--- config.mk ---
export PLATFORM = sky130hd
export DESIGN_NAME = aligned_top_down_region_finder
export DESIGN_NICKNAME = d
export VERILOG_FILES = /design/src/hdl/atdrf_pkg.sv /design/src/hdl/atdrf_divider.sv /design/src/hdl/atdrf_datapath.sv /design/src/hdl/atdrf_ctrl.sv /design/src/hdl/aligned_top_down_region_finder.sv
export SDC_FILE = /design/constraint.sdc
export NUM_CORES = 2
export LEC_CHECK = 0
export BUFFER_PORTS_ARGS = -buffer_cell sky130_fd_sc_hd__buf_2
export CAP_MARGIN = 40
export CORE_MARGIN = 4
export CORE_UTILIZATION = 50
export DETAILED_ROUTE_END_ITERATION = 8
export PLACE_DENSITY = 0.68
export SLEW_MARGIN = 20
export SYNTH_ARGS = -nofsm -noshare
export SYNTH_HDL_FRONTEND = slang
export SYNTH_HIERARCHICAL = 1
export SYNTH_MEMORY_MAX_BITS = 65536
export SYNTH_SLANG_ARGS = --single-unit
--- constraint.sdc ---
create_clock -name clk -period 10.5 [get_ports clk]
set_input_delay 1.575 -clock clk [delete_from_list [all_inputs] [get_ports clk]]
set_output_delay 1.575 -clock clk [all_outputs]
set_load 0.03 [all_outputs]
--- src/hdl/atdrf_pkg.sv ---
// Package: shared types and constants for the aligned top-down region finder.
`timescale 1ns / 1ps
package atdrf_pkg;
  localparam logic [1:0] KIND_CLEAR  = 2'd0;
  localparam logic [1:0] KIND_APPEND = 2'd1;
  localparam logic [1:0] KIND_QUERY  = 2'd2;
  localparam logic [31:0] TYPE_USABLE = 32'd1;

  // controller -> datapath commands
  typedef struct packed {
    logic load_query;   // latch query operands, start at last entry
    logic append;       // write entry at count
    logic clear;        // empty the table
    logic rd_entry;     // issue memory read of current index
    logic eval_start;   // start evaluation of fetched entry
    logic div_start;    // start a serial remainder
    logic [1:0] div_sel; // which remainder step
    logic step_next;    // move to previous entry
    logic set_found;    // record fit
    logic res_load;     // load result register
    logic [1:0] res_kind;
  } atdrf_cmd_t;

  // datapath -> controller status
  typedef struct packed {
    logic table_full;
    logic table_empty;
    logic at_first;
    logic candidate;
    logic no_fit_size;
    logic fits;
    logic div_done;
  } atdrf_sts_t;

  localparam logic [1:0] DIV_END   = 2'd0;
  localparam logic [1:0] DIV_ALIGN = 2'd1;
  localparam logic [1:0] DIV_PAGE  = 2'd2;
endpackage

--- src/hdl/atdrf_divider.sv ---
// Serial restoring remainder unit, one quotient bit per cycle.
`timescale 1ns / 1ps
module atdrf_divider (
  input  logic        clk,
  input  logic        rst,
  input  logic        start,
  input  logic [31:0] dividend,
  input  logic [31:0] divisor,
  output logic        done,
  output logic [31:0] remainder
);
  logic [31:0] num;
  logic [32:0] rem;
  logic [5:0]  cnt;
  logic        busy;
  logic [32:0] shifted;

  assign shifted   = {rem[31:0], num[31]};
  assign remainder = rem[31:0];

  always_ff @(posedge clk) begin
    if (rst) begin
      busy <= 1'b0;
      done <= 1'b0;
      cnt  <= '0;
    end else begin
      done <= 1'b0;
      if (start) begin
        busy <= 1'b1;
        cnt  <= 6'd32;
        num  <= dividend;
        rem  <= '0;
      end else if (busy) begin
        num <= {num[30:0], 1'b0};
        if (shifted >= {1'b0, divisor}) rem <= shifted - {1'b0, divisor};
        else rem <= shifted;
        cnt <= cnt - 6'd1;
        if (cnt == 6'd1) begin
          busy <= 1'b0;
          done <= 1'b1;
        end
      end
    end
  end
endmodule

--- src/hdl/atdrf_datapath.sv ---
// Datapath: area table memory, query operands, address arithmetic and result register.
`timescale 1ns / 1ps
module atdrf_datapath #(
  parameter int MAX_REGIONS = 32
) (
  input  logic                 clk,
  input  logic                 rst,
  input  atdrf_pkg::atdrf_cmd_t cmd,
  output atdrf_pkg::atdrf_sts_t sts,
  input  logic [63:0]          area_base,
  input  logic [63:0]          area_length,
  input  logic [31:0]          area_type,
  input  logic [31:0]          request_size,
  input  logic [31:0]          request_align,
  input  logic [31:0]          page_bytes,
  output logic                 found,
  output logic [31:0]          block_address,
  output logic                 table_full
);
  import atdrf_pkg::*;
  localparam int IW = (MAX_REGIONS > 1) ? $clog2(MAX_REGIONS) : 1;
  localparam int CW = $clog2(MAX_REGIONS + 1);

  logic [128:0] mem [MAX_REGIONS];
  logic [128:0] rd_q;
  logic [CW-1:0] count;
  logic [CW-1:0] idx;   // entries left; current entry is idx-1
  logic [31:0] q_size, q_align, q_page;
  logic [63:0] base_r;
  logic [64:0] end_full;
  logic [31:0] work;
  logic [31:0] work_upd;
  logic        hit;
  logic        div_done;
  logic [31:0] rem, div_num, div_den;
  logic [1:0]  dsel_q;

  assign end_full = {1'b0, rd_q[128:65]} + {1'b0, rd_q[64:1]};

  // a follow-on remainder starts on the value being written back this cycle;
  // the divisor is read during the busy cycles, so it follows the latched step
  always_comb begin
    work_upd = (dsel_q == DIV_END) ? work - rem - q_size : work - rem;
    div_num = div_done ? work_upd : work;
    div_den = (dsel_q == DIV_ALIGN) ? q_align : q_page;
  end

  atdrf_divider u_div (
    .clk(clk), .rst(rst), .start(cmd.div_start), .dividend(div_num),
    .divisor(div_den), .done(div_done), .remainder(rem)
  );

  always_ff @(posedge clk) begin
    if (cmd.append)
      mem[count[IW-1:0]] <= {area_base, area_length, area_type == TYPE_USABLE};
    if (cmd.rd_entry) rd_q <= mem[IW'(idx - CW'(1))];
  end

  always_ff @(posedge clk) begin
    if (rst) begin
      count <= '0;
      found <= 1'b0;
      block_address <= '0;
      table_full <= 1'b0;
      hit <= 1'b0;
      idx <= '0;
    end else begin
      if (cmd.clear) count <= '0;
      else if (cmd.append) count <= count + CW'(1);
      if (cmd.load_query) begin
        q_size  <= request_size;
        q_align <= (request_align == 32'd0) ? 32'd1 : request_align;
        q_page  <= (page_bytes == 32'd0) ? 32'd1 : page_bytes;
        idx     <= count;
        hit     <= 1'b0;
      end
      if (cmd.step_next) idx <= idx - CW'(1);
      if (cmd.eval_start) begin
        base_r <= rd_q[128:65];
        work   <= end_full[31:0];
      end
      if (cmd.div_start) dsel_q <= cmd.div_sel;
      if (div_done) work <= work_upd;
      if (cmd.set_found) hit <= 1'b1;
      if (cmd.res_load) begin
        found         <= (cmd.res_kind == KIND_QUERY) && hit;
        block_address <= ((cmd.res_kind == KIND_QUERY) && hit) ? work : 32'd0;
        table_full    <= (cmd.res_kind == KIND_APPEND) && (count == CW'(MAX_REGIONS));
      end
    end
  end

  // size check compares against rounded end before subtraction
  logic [31:0] rend;
  assign rend = work - rem;

  always_comb begin
    sts.table_full  = (count == CW'(MAX_REGIONS));
    sts.table_empty = (idx == '0);
    sts.at_first    = (idx == CW'(1));
    // end wraps like a 64-bit adder; carry out of bit 63 is dropped
    sts.candidate   = rd_q[0] && (end_full[63:32] == 32'd0);
    sts.no_fit_size = q_size > rend;
    sts.fits        = base_r <= {32'd0, work};
    sts.div_done    = div_done;
  end
endmodule

--- src/hdl/atdrf_ctrl.sv ---
// Controller: sequences table updates and the top-down area walk.
`timescale 1ns / 1ps
module atdrf_ctrl (
  input  logic                 clk,
  input  logic                 rst,
  input  logic                 in_valid,
  output logic                 in_ready,
  input  logic [1:0]           kind,
  output logic                 out_valid,
  input  logic                 out_ready,
  output atdrf_pkg::atdrf_cmd_t cmd,
  input  atdrf_pkg::atdrf_sts_t sts
);
  import atdrf_pkg::*;
  localparam logic [2:0] S_IDLE = 3'd0, S_READ = 3'd1, S_EVAL = 3'd2,
                         S_DIV = 3'd3, S_CHECK = 3'd4, S_NEXT = 3'd5, S_DONE = 3'd6;
  logic [2:0] state, state_next;
  logic [1:0] stage, stage_next;
  logic [1:0] kind_q;
  logic       pend;

  // one result register; accept only when idle and it is free or being drained
  assign in_ready = (state == S_IDLE) && (!out_valid || out_ready);

  always_comb begin
    cmd = '0;
    state_next = state;
    stage_next = stage;
    case (state)
      S_IDLE: if (in_valid && in_ready) begin
        cmd.res_kind = kind;
        if (kind == KIND_QUERY) begin
          cmd.load_query = 1'b1;
          state_next = S_NEXT;
        end else begin
          cmd.clear = (kind == KIND_CLEAR);
          cmd.append = (kind == KIND_APPEND) && !sts.table_full;
          cmd.res_load = 1'b1;
        end
      end
      S_NEXT: if (sts.table_empty) state_next = S_DONE;
        else begin
          cmd.rd_entry = 1'b1;
          state_next = S_READ;
        end
      S_READ: begin
        cmd.eval_start = 1'b1;
        state_next = S_EVAL;
      end
      S_EVAL: begin
        cmd.step_next = 1'b1;
        if (sts.candidate) begin
          cmd.div_start = 1'b1;
          cmd.div_sel = DIV_END;
          stage_next = 2'd0;
          state_next = S_DIV;
        end else state_next = S_NEXT;
      end
      S_DIV: if (sts.div_done) begin
        if (stage == 2'd0 && sts.no_fit_size) state_next = S_NEXT;
        else if (stage == 2'd2) state_next = S_CHECK;
        else begin
          stage_next = stage + 2'd1;
          cmd.div_start = 1'b1;
          cmd.div_sel = (stage == 2'd0) ? DIV_ALIGN : DIV_PAGE;
        end
      end
      S_CHECK: if (sts.fits) begin
        cmd.set_found = 1'b1;
        state_next = S_DONE;
      end else state_next = S_NEXT;
      S_DONE: if (!out_valid || out_ready) begin
        cmd.res_kind = KIND_QUERY;
        cmd.res_load = 1'b1;
        state_next = S_IDLE;
      end
      default: state_next = S_IDLE;
    endcase
  end

  always_ff @(posedge clk) begin
    if (rst) begin
      state <= S_IDLE;
      stage <= '0;
      out_valid <= 1'b0;
      kind_q <= '0;
      pend <= 1'b0;
    end else begin
      state <= state_next;
      stage <= stage_next;
      if (cmd.res_load) out_valid <= 1'b1;
      else if (out_ready) out_valid <= 1'b0;
      if (in_valid && in_ready) kind_q <= kind;
      pend <= (state != S_IDLE);
    end
  end

  a_query_only_walk: assert property (@(posedge clk) disable iff (rst)
    (state == S_READ) |-> kind_q == KIND_QUERY) else $error("walk without query");
  a_no_accept_busy: assert property (@(posedge clk) disable iff (rst)
    pend |-> (state != S_IDLE || !$past(in_valid && in_ready))) else $error("accept while busy");
  a_res_once: assert property (@(posedge clk) disable iff (rst)
    (state == S_DONE && state_next == S_IDLE) |=> out_valid) else $error("result lost");
endmodule

--- src/hdl/aligned_top_down_region_finder.sv ---
// Top level: aligned top-down region finder.
`timescale 1ns / 1ps
// Keeps up to MAX_REGIONS areas in an internal memory. Clear and append beats
// have their result registered in the cycle after acceptance. A query walks
// entries from last to first and stops at the first fit; for each usable area
// ending below 4 GiB the shared serial remainder unit rounds the end down to the
// page size and, if the request still fits, the start down to align and page.
module aligned_top_down_region_finder #(
  parameter int MAX_REGIONS = 32
) (
  input  logic        clk,
  input  logic        rst,
  input  logic        in_valid,
  output logic        in_ready,
  input  logic [1:0]  kind,
  input  logic [63:0] area_base,
  input  logic [63:0] area_length,
  input  logic [31:0] area_type,
  input  logic [31:0] request_size,
  input  logic [31:0] request_align,
  input  logic [31:0] page_bytes,
  output logic        out_valid,
  input  logic        out_ready,
  output logic        found,
  output logic [31:0] block_address,
  output logic        table_full
);
  import atdrf_pkg::*;
  atdrf_cmd_t cmd;
  atdrf_sts_t sts;

  atdrf_ctrl u_ctrl (
    .clk(clk), .rst(rst), .in_valid(in_valid), .in_ready(in_ready), .kind(kind),
    .out_valid(out_valid), .out_ready(out_ready), .cmd(cmd), .sts(sts)
  );

  atdrf_datapath #(.MAX_REGIONS(MAX_REGIONS)) u_dp (
    .clk(clk), .rst(rst), .cmd(cmd), .sts(sts), .area_base(area_base),
    .area_length(area_length), .area_type(area_type), .request_size(request_size),
    .request_align(request_align), .page_bytes(page_bytes), .found(found),
    .block_address(block_address), .table_full(table_full)
  );
endmodule
### Word level (Yosys, flattened, before mapping)

Memories as Yosys holds them, arrays and structs flattened. A register that Yosys moved wholly into a read port is not among the register bits.
Index checks and enable logic that the tools add are counted.

* bits in read-only memories: 0
* latch bits: 0
* bits in writable memories: 4128
* memories kept: 1
* register bits: 319
* input bits: 262
* word-level logic and storage cells: 151
* output and inout bits: 36

* shifts and indexed selects: 0
* multiply operators: 0
* mux-type cells: 59
* magnitude comparators: 3
* div/mod/pow operators: 0
* bitwise gates (word level): 2
* $add $sub $neg: 8
* reductions and logical operators: 34
* equality and inequality tests: 23

Memories
* u_dp.mem: words 32, width 129, rd ports 1, clocked after memory_dff 1, write ports 1, RTL line atdrf_datapath.sv:24 `logic [128:0] mem [MAX_REGIONS];`

Operator list (count)
* $mux W32: 10
* $logic_not A32 Y1: 3
* $sub A32 B32 Y32: 3
* $add A64 B64 Y64: 1
* $le A64 B32 Y1: 1
* $mux W3: 16
* $ge A33 B32 Y1: 1
* $eq A32 B1 Y1 const B: 1
* $gt A32 B32 Y1: 1
* $mux W6: 4
* $pmux W3 S7: 1
* $mux W1: 18
* $mux W2: 7
* $pmux W3 S2: 2
* $reduce_bool A2 Y1: 6
* $sub A6 B1 Y6 const B: 2
* $ne A2 B2 Y1 const B: 5
* $reduce_and A2 Y1: 5
* $reduce_and A5 Y1: 2
* $eq A3 B3 Y1 const B: 3
* $logic_and A1 B1 Y1: 7
* $add A6 B1 Y6 const B: 1
* $eq A2 B1 Y1 const B: 3
* $eq A2 B2 Y1 const B: 3
* 16 further kinds: 23

### Depth between registers and ports, before layout

* word-level depth: 9
* depth in mapped cells: 31
* depth with buffers taken out: 30

### Hierarchy

Netlist, hierarchy kept.

Modules (own cells, without submodules)
* atdrf_datapath: times used 1, area each 177109.9 um2, seq. area each 134599.1 um2, cells each 7938
* atdrf_divider: times used 1, area each 5119.9 um2, seq. area each 2082.0 um2, cells each 493
* atdrf_ctrl: times used 1, area each 541.8 um2, seq. area each 120.1 um2, cells each 73

### Worst setup path before layout

OpenSTA, ideal clock, no wires.

* path kind: input port to flip-flop
* from: in out_ready
* to: mem u_dp.mem[15][0] (enable)
* required time: 9880 ps
* setup time: 620 ps
* stages on the path: 6
* slack: 1847 ps
* buffers on the path: 1
* arrival time: 8033 ps
* path through: nand2b_1 -> nand4b_1 -> nor4_1 -> clkbuf_1 -> nand2_1 -> nor2_1

RTL lines
* from (decl): RTL line aligned_top_down_region_finder.sv:23 `input logic out_ready,`
* to (decl): RTL line atdrf_datapath.sv:24

==> flow_metrics.env <==
export IMPL_maxCapViolCount=0
export IMPL_ir_drop_mv=0.469
export IMPL_r2r_start="u_dp/work[0]"
export IMPL_ant_nets=0
export IMPL_grt_pass1_vias=89700
export IMPL_die_w_um=613
export IMPL_fill_cells=26100
export IMPL_finClkSkew_ns=0.0786
export IMPL_setup_viol=0
export IMPL_clkTransAtPathRegs_ns=0.07
export IMPL_dr_first_iter_drc_count=12000
export IMPL_rsz0062_at_grt="no"
export IMPL_cts_sinks=4576
export IMPL_fin_nets=9465
export IMPL_area_growth_pct=12.7
export IMPL_max_stage_delay_ns=0.56
export IMPL_grt_start_max_net_pins=147
export IMPL_dp_hpwl_um=268000
export IMPL_die_h_um=613
export IMPL_totalNegativeSetupSlack_ns=0
export IMPL_final_layout_size_suffix_gt1_share_pct=28.7
export IMPL_path_class="register to register"
export IMPL_ys_warn_count=6
export IMPL_htree_levels=5
export IMPL_leakage_nw=64.0
export IMPL_final_cell_area_um2=206000
export IMPL_required_ns=11.12
export IMPL_p_per_area_nw_per_um2=250
export IMPL_syn_area_per_cell_um2=21.5
export IMPL_port_buffers=297
export IMPL_netlist_instances=8502
export IMPL_min_period_ns=7.37
export IMPL_gr_total_overflow=0
export IMPL_timing_fmax_mhz=136
export IMPL_dieArea_um2=375000
export IMPL_synth_fp_nets=8967
export IMPL_cts_resized=0
export IMPL_route_vias_total=91600
export IMPL_outcome="completed"
export IMPL_wl_per_cell_um=34.0
export IMPL_crit_top_cell="a21oi_1"
export IMPL_startpoint="u_dp/work[0]"
export IMPL_via_per_inst=6.46
export IMPL_startpoint_type="register"
export IMPL_dr_pass1_iters=6
export IMPL_drv_slew=0
export IMPL_grtUsageTotal_pct=25.6
export IMPL_relSlewSlack_pct=19.5
export IMPL_hold_viol=0
export IMPL_cts_setup_buffers=0
export IMPL_cp_slowest_cell="a32o_4"
export IMPL_cp_max_fo=38
export IMPL_hold_buffers=0
export IMPL_finalCritPeriodShare_pct=70.2
export IMPL_final_cell_mix="4515 x edfxtp_1, 1290 x mux4_2, 450 x clkbuf_16, 298 x buf_2, 205 x nor2_1"
export IMPL_cts_root_buffer="clkbuf_16"
export IMPL_gp_congestion=0.925
export IMPL_cts_tree="done"
export IMPL_cts_buffer_depth=4
export IMPL_cp_data_arrival_time_ns=8.00
export IMPL_critical_path_endpoint_type="register"
export IMPL_grt_first_pass_wirelength_um=682000
export IMPL_synth_cell_area_um2=183000
export IMPL_worst_pin_slew_ns=1.21
export IMPL_start_util_pct=50.3
export IMPL_place_area_um2=192000
export IMPL_rows=221
export IMPL_layout_commonest_cell="edfxtp_1"
export IMPL_core_area_um2=363000
export IMPL_hp_class="register to register"
export IMPL_insertion_delay_ns=1.00
export IMPL_antenna_found_initial=93
export IMPL_ios=298
export IMPL_route_detailed_drc=0
export IMPL_numCtsBuffers=441
export IMPL_hold_start="u_dp/rd_q[69]"
export IMPL_drt_wl_total_um=483000
-- power by group --
| group | switching, mW | internal (mW) |
|---|---|---|
| clock | 6.68 | 8.67 |
| combinational | 8.81 | 6.41 |
| sequential | 0.179 | 20.6 |
| total | 15.7 | 35.7 |
-- state kept, by name (all words and copies together), names as in the netlist, 6 cells and up --
name                count
u_dp/rd_q             129
u_dp/u_div/num         32
u_dp/base_r            64
u_dp/u_div/cnt          6
u_dp/q_page            32
u_dp/work              32
u_dp/idx                6
u_dp/block_address     32
u_dp/q_size            32
u_dp/u_div/rem         32
u_dp/q_align           32
u_dp/mem             4128
u_dp/count              6
-- per-layer routing --
metal,vias up,wire [um],global-route usage [%],part of all wire (%)
met3,777,48600,4.59,10
li1,36700,-,-,-
met1,48900,193000,38.1,40
met5,-,223,0,0.046
met2,5148,226000,39.1,47
met4,40,15200,7.59,3.2
-- final timing paths --
kind,end,slack [ns],depth (start not counted)
max,u_dp/u_div/num[12],3.13,30
min,u_dp/base_r[4],0.45,0
max reg2reg,u_dp/u_div/num[12],3.13,30
min reg2reg,u_dp/base_r[4],0.45,0
-- area by class of cell --
class                   count  area, um^2  area share, %
repair buffers            512        4630           2.25
clock buffers             543       11600           5.64
inverters                 196         736          0.357
well taps                4794        6000           2.91
flip-flops and latches   4576      137000           66.4
multi-input cells        3273       43800           21.3
diodes                     33        82.6         0.0401
clock inverters           264        2290           1.11
-- worst max-delay path: cells and delay by family, from the launching register on --
kind / cells / cell delay (ns)
compound gates: 14 / 3.50
buf+inv: 5 / 1.13
fa+ha+maj: 3 / 0.95
simple gates: 7 / 0.88
flops: 1 / 0.43
xor+xnor: 1 / 0.13
-- metrics by stage --
step           utilization (%)  instances  total power, mW  setup WS (ns)  hold WS (ns)
2_1_floorplan                -       8502             30.3           1.85         0.431
3_5_place_dp              52.8      13300             36.4           3.12         0.443
6_report                  56.7      14200             51.4           3.13         0.447
5_1_grt                   56.7      14200             53.0           2.53         0.466
3_3_place_gp              52.5      13300             36.3           2.97         0.439
4_1_cts                   56.6      14100             51.7           3.09         0.452
Note: power is estimated with default switching activity, not from simulation.
